**src/kt_pkg.sv**
```systemverilog
// ----------------------------------------------------------------------------
// kt_pkg
// types and constants shared by the tracker modules
// ----------------------------------------------------------------------------
package kt_pkg;
    localparam logic [1:0] REQ_PREDICT = 2'd0;
    localparam logic [1:0] REQ_UPDATE  = 2'd1;
    localparam logic [1:0] REQ_BOTH    = 2'd2;
    localparam logic [1:0] REQ_NOOP    = 2'd3;

    localparam logic [2:0] CFG_DT     = 3'd0;
    localparam logic [2:0] CFG_Q      = 3'd1;
    localparam logic [2:0] CFG_R      = 3'd2;
    localparam logic [2:0] CFG_POS    = 3'd3;
    localparam logic [2:0] CFG_VEL    = 3'd4;
    localparam logic [2:0] CFG_PVAR   = 3'd5;
    localparam logic [2:0] CFG_VVAR   = 3'd6;
    localparam logic [2:0] CFG_UNUSED = 3'd7;

    // datapath micro-operations
    localparam logic [4:0] OP_NOP     = 5'd0;
    localparam logic [4:0] OP_P_M00   = 5'd1;  // t0 = sat(P00 + dt*P01)
    localparam logic [4:0] OP_P_C     = 5'd2;  // P01 = sat(P01 + dt*P11)
    localparam logic [4:0] OP_P_P00   = 5'd3;  // P00 = satv(t0 + dt*P01 + q), P11
    localparam logic [4:0] OP_P_POS   = 5'd4;  // p = sat(p + dt*v)
    localparam logic [4:0] OP_U_S     = 5'd5;  // s, residual, flag
    localparam logic [4:0] OP_U_DIV0  = 5'd6;  // start div P00/s
    localparam logic [4:0] OP_U_K0    = 5'd7;  // capture k0, start P01/s
    localparam logic [4:0] OP_U_K1    = 5'd8;  // capture k1
    localparam logic [4:0] OP_U_POS   = 5'd9;  // p += k0*res
    localparam logic [4:0] OP_U_VEL   = 5'd10; // v += k1*res
    localparam logic [4:0] OP_U_AB    = 5'd11; // a, b
    localparam logic [4:0] OP_U_M00   = 5'd12;
    localparam logic [4:0] OP_U_M01   = 5'd13;
    localparam logic [4:0] OP_U_M10   = 5'd14;
    localparam logic [4:0] OP_U_M11   = 5'd15;
    localparam logic [4:0] OP_U_KR0   = 5'd16;
    localparam logic [4:0] OP_U_KR1   = 5'd17;
    localparam logic [4:0] OP_U_C00A  = 5'd18; // acc = m00*a
    localparam logic [4:0] OP_U_C00B  = 5'd19; // P00n = satv(acc + kr0*k0)
    localparam logic [4:0] OP_U_C01A  = 5'd20; // acc = m00*b + m01
    localparam logic [4:0] OP_U_C01B  = 5'd21; // P01n
    localparam logic [4:0] OP_U_C11A  = 5'd22; // acc = m10*b + m11
    localparam logic [4:0] OP_U_C11B  = 5'd23; // P11n, commit covariance

    typedef struct packed {
        logic [4:0] op;
    } kt_cmd_t;

    typedef struct packed {
        logic div_busy;
        logic singular;
    } kt_stat_t;
endpackage

```
**src/kt_ctrl.sv**
```systemverilog
// ----------------------------------------------------------------------------
// kt_ctrl
// sequencer that steps the datapath through predict and update
// ----------------------------------------------------------------------------
module kt_ctrl
    import kt_pkg::*;
(
    input  logic       clk,
    input  logic       rst_n,
    input  logic       in_valid,
    input  logic [1:0] in_req,
    output logic       in_ready,
    output logic       load_z,
    input  kt_stat_t   stat,
    input  logic       out_hold,
    output kt_cmd_t    cmd,
    output logic       res_load
);
    localparam logic [1:0] S_IDLE = 2'd0;
    localparam logic [1:0] S_RUN  = 2'd1;
    localparam logic [1:0] S_WAIT = 2'd2;
    localparam logic [1:0] S_DONE = 2'd3;

    logic [1:0] state_reg, state_next;
    logic [4:0] op_reg, op_next;
    logic       upd_reg, upd_next;
    logic       wk1_reg, wk1_next;

    assign in_ready = (state_reg == S_IDLE);
    assign load_z   = in_valid && in_ready;
    assign cmd.op   = (state_reg == S_RUN) ? op_reg : OP_NOP;
    assign res_load = (state_reg == S_DONE) && !out_hold;

    always_comb
    begin
        state_next = state_reg;
        op_next    = op_reg;
        upd_next   = upd_reg;
        wk1_next   = wk1_reg;
        unique case (state_reg)
            S_IDLE:
            begin
                if (in_valid)
                begin
                    upd_next = (in_req == REQ_UPDATE) || (in_req == REQ_BOTH);
                    if ((in_req == REQ_PREDICT) || (in_req == REQ_BOTH))
                    begin
                        op_next    = OP_P_M00;
                        state_next = S_RUN;
                    end
                    else if (in_req == REQ_UPDATE)
                    begin
                        op_next    = OP_U_S;
                        state_next = S_RUN;
                    end
                    else
                        state_next = S_DONE;
                end
            end
            S_RUN:
            begin
                if (op_reg == OP_P_POS)
                begin
                    if (upd_reg)
                        op_next = OP_U_S;
                    else
                        state_next = S_DONE;
                end
                else if (op_reg == OP_U_S)
                    op_next = OP_U_DIV0;
                else if (op_reg == OP_U_DIV0)
                begin
                    wk1_next   = 1'b0;
                    state_next = S_WAIT;
                end
                else if (op_reg == OP_U_K0)
                begin
                    wk1_next   = 1'b1;
                    state_next = S_WAIT;
                end
                else if (op_reg == OP_U_C11B)
                    state_next = S_DONE;
                else
                    op_next = op_reg + 5'd1;
            end
            S_WAIT:
            begin
                // singular case: skip the whole update
                if (stat.singular)
                    state_next = S_DONE;
                else if (!stat.div_busy && op_reg != OP_U_DIV0 && !wk1_reg)
                    state_next = S_WAIT;
                else if (!stat.div_busy)
                begin
                    op_next    = wk1_reg ? OP_U_K1 : OP_U_K0;
                    state_next = S_RUN;
                end
            end
            S_DONE:
            begin
                // stay until the output register can take the result
                if (!out_hold)
                    state_next = S_IDLE;
            end
            default:
                state_next = S_IDLE;
        endcase
    end

    always_ff @(posedge clk or negedge rst_n)
    begin
        if (!rst_n)
        begin
            state_reg <= S_IDLE;
            op_reg    <= OP_NOP;
            upd_reg   <= 1'b0;
            wk1_reg   <= 1'b0;
        end
        else
        begin
            state_reg <= state_next;
            op_reg    <= op_next;
            upd_reg   <= upd_next;
            wk1_reg   <= wk1_next;
        end
    end
endmodule

```
**config.mk**
```make
export PLATFORM = sky130hd
export DESIGN_NAME = kt_ctrl
export DESIGN_NICKNAME = d
export VERILOG_FILES = /design/src/kt_pkg.sv /design/src/kt_ctrl.sv
export SDC_FILE = /design/constraint.sdc
export NUM_CORES = 1
export LEC_CHECK = 0
export BUFFER_PORTS_ARGS = -buffer_cell sky130_fd_sc_hd__buf_4
export CELL_PAD_IN_SITES_DETAIL_PLACEMENT = 1
export CELL_PAD_IN_SITES_GLOBAL_PLACEMENT = 1
export CORE_MARGIN = 3
export CORE_UTILIZATION = 45
export DETAILED_ROUTE_END_ITERATION = 16
export HOLD_SLACK_MARGIN = 0.12
export PLACE_DENSITY = 0.95
export SETUP_SLACK_MARGIN = 0.15
export SYNTH_ARGS = -nofsm -noshare
export SYNTH_HDL_FRONTEND = slang
export SYNTH_SLANG_ARGS = --single-unit
```
**constraint.sdc**
```tcl
create_clock -name clk -period 2.95 [get_ports clk]
set_input_delay 0.1475 -clock clk [delete_from_list [all_inputs] [get_ports clk]]
set_output_delay 0.1475 -clock clk [all_outputs]
set_load 0.005 [all_outputs]
```
==> key figures <==
STA
  • Worst hold slack: between 0.2 and 0.25 ns
  • Worst Clk Skew: between 0.004 and 0.005 ns
  • Fmax: roughly 0.43 GHz
  • Final Hold Vio Count: 0
  • Slew headroom: 0.731
  • Final TNS setup: 0 ns
  • RSZ-0062 raised after global routing: no
  • Slew @ Worst Pin: roughly 0.4 ns
  • Endpoints failing setup: 0
  • Crit path time final: between 2 and 2.5 ns
  • Final period util: 0.783
  • Final Max Slew Viols: 0

Placed design
  • Post-place instance area: between 0.001 and 0.0015 mm^2
  • Detailed placement HPWL: 1960 um
  • Port Buffers: 15
  • GP Congestion: around 0.93

Routing
  • Via count: 844
  • Starting DRT DRC Count: 15
  • Drt via density: 5.63
  • Average wire per standard cell: approximately 16 um
  • 1st-pass router iterations: 4
  • Post-route antenna net violation count: 0
  • Post-Route WL: around 2400 um
  • DRC: 0

Global routing
  • Gr usage total: 0.202
  • Largest net degree at the start of global routing: 13
  • Global-route wire length before repair: a little over 4000 um
  • Initial antenna violation count: 0
  • Global route hottest layer: met2
  • GR Util met2: 0.333
  • Vias in the first global route: between 800 and 900
  • Remaining global-route overflow: 0
  • Grt met1 use: 0.257
  • Met3 usage: 0.0315

Layout
  • Final nets: ~150
  • Inserted Diodes: 0
  • Layout cells sized above 1: 0.236
  • Post-layout util: 0.559
  • Largest register FFs: 5
  • Area grow syn2layout: 15.8%
  • Fillers: ~230
  • Fin area: 0.00111 mm^2

Clock tree
  • Post-CTS setup buffers: 0
  • Clk Tree Root Cell: clkbuf_4
  • H-tree levels: 1
  • Clock Latency Late Sink: about 0.27 ns
  • CTS tree: built
  • CTS buffer count: 3
  • Reg clk slew, reported paths: approximately 0.070 ns
  • Longest Clk Path Bufs: 2
  • Cts hold-fix bufs: 1
  • Post_cts resized: 0
  • CTS sink count: 9

Synthesis
  • Sequential fraction of the synthesis area: 0.236
  • Compound-gate portion of the synthesized area: 0.192
  • EDFF count, synth: 0
  • Mapped cell area: approximately 960 um^2
  • FFs w/ async S/R, synth: 1.00
  • Yosys reg bits: 9
  • Largest family of logic cells by synthesized area: simple AND/OR/NAND/NOR gates
  • Synth Area in XOR/XNOR: 0.00916
  • Dominant synthesized flop cell: dfrtp_1
  • Top cells by count, synth: ha_1, dfrtp_1, inv_1
  • Most numerous cell in the Yosys netlist: ha_1
  • Post-synthesis mux area share: 0.0877
  • Adder-cell share of the synthesized area: 0.183
  • Mean Syn Cell Area: approximately 9 um^2
  • Synth area leaders: dfrtp_1, ha_1, o21ai_0
  • Synth top area share: 0.236
  • Mapped Cells: 107
  • Syn_nets: around 130
  • Leading area contributor after synthesis: dfrtp_1
  • Post-Synth Simple-Gate Area: 0.220
  • Synth Warn #: 0
  • Synth cell types: 44

Worst setup path
  • Crit-path slowest cell: or4_4
  • Critical path, cell by cell: inv_1, ha_1, nand2_1, or4_4, and3_1, mux2_4
  • WP data arrival: approximately 2.5 ns
  • CP Capture Type: register
  • WP data required: 3.10 ns
  • Critical path type: register to register
  • Buf/Inv on CP: 1
  • Startpoint types: register
  • CP max stage delay: between 0.5 and 0.6 ns
  • Worst-path fanout max: 12
  • Crit path max-delay family: simple AND/OR/NAND/NOR gates

Die
  • Die W: ~52 um
  • Die Height: between 50 and 60 um
  • Site row count: 16
  • I/O pins: 16
  • Initial Util: 0.482
  • Die area: between 0.002 and 0.003 mm^2
  • Core area: between 0.0015 and 0.002 mm^2

Pwr
  • Worst ir drop on vdd: around 0.00047 V
  • Power per cell area: approximately 1000 mW/mm^2
  • Pleak: about 0.54 nW

Run
  • Max-Cap Viols: 0

Hold path
  • Worst min path class: input pin to asynchronous set/reset pin

Outcome
  • Status: finished, final reports clean
worst register-to-register path: cells and delay by family (launching register included):
kind	cells	cell delay, ns
flops	1	0.42
mux	1	0.33
simple gates	3	0.91
buf+inv	1	0.12
fa+ha+maj	1	0.41
worst paths after layout:
kind / slack [ns] / endpoint / cells after the start / startpoint
hold reg to reg: 0.54 / upd_reg / 1 / upd_reg
setup / recovery: 0.64 / op_reg[3] / 6 / state_reg[1]
setup reg to reg: 0.64 / op_reg[3] / 6 / state_reg[1]
hold / removal: 0.24 / wk1_reg / 2 / rst_n
max in group asynchronous: 2.56 / upd_reg / 2 / rst_n
min in group clk: 0.30 / upd_reg / 3 / in_valid
area by class of cell:
cell class / count / area (um^2) / area share
inverter: 10 / 37.5 / 0.0339
clock buffer: 4 / 26.3 / 0.0237
timing repair buffer: 16 / 123 / 0.111
sequential: 9 / 225 / 0.203
tap: 27 / 33.8 / 0.0305
multi-input combinational: 84 / 662 / 0.598
per-stage QoR:
step	instances	total power [mW]	setup WS [ns]
final	150	1.09	0.641
after CTS	150	1.10	0.648
after floorplan	107	0.805	1.00
after detailed placement	145	0.988	0.661
after global placement	145	0.958	0.802
after global routing	150	1.19	0.528
routing by layer:
layer	part of all wire	wire (um)	vias up
met5	0	0	-
met4	0.028	67	0
met3	0.033	79	8
met2	0.48	1150	22
met1	0.46	1090	404
li1	-	-	410
placed cells by master (no fill, tap or decap), drive strengths merged, types with 2 or more instances in the layout:
master,instances
buf,15
ha,14
inv,10
dfrtp,9
o21ai,9
nand2,7
and2,6
nand3,5
mux2,5
nor2,4
clkbuf,4
nand2b,3
a21oi,3
nor2b,2
o31ai,2
mux2i,2
nand3b,2
a31oi,2
o211ai,2
cell families after synthesis:
logic type / after synthesis
AND/OR/NAND/NOR: 35
multiplexers: 7
flip-flops: 9
AO/OA/AOI/OAI: 27
XOR/XNOR: 1
adder cells (fa/ha/maj): 14
buffers and inverters: 14
where the power goes:
| part | internal [mW] | switching [mW] |
|---|---|---|
| combinational | 0.340 | 0.390 |
| sequential | 0.179 | 0.0790 |
| clock | 0.0523 | 0.0497 |
(Power assumes the default switching activity.)
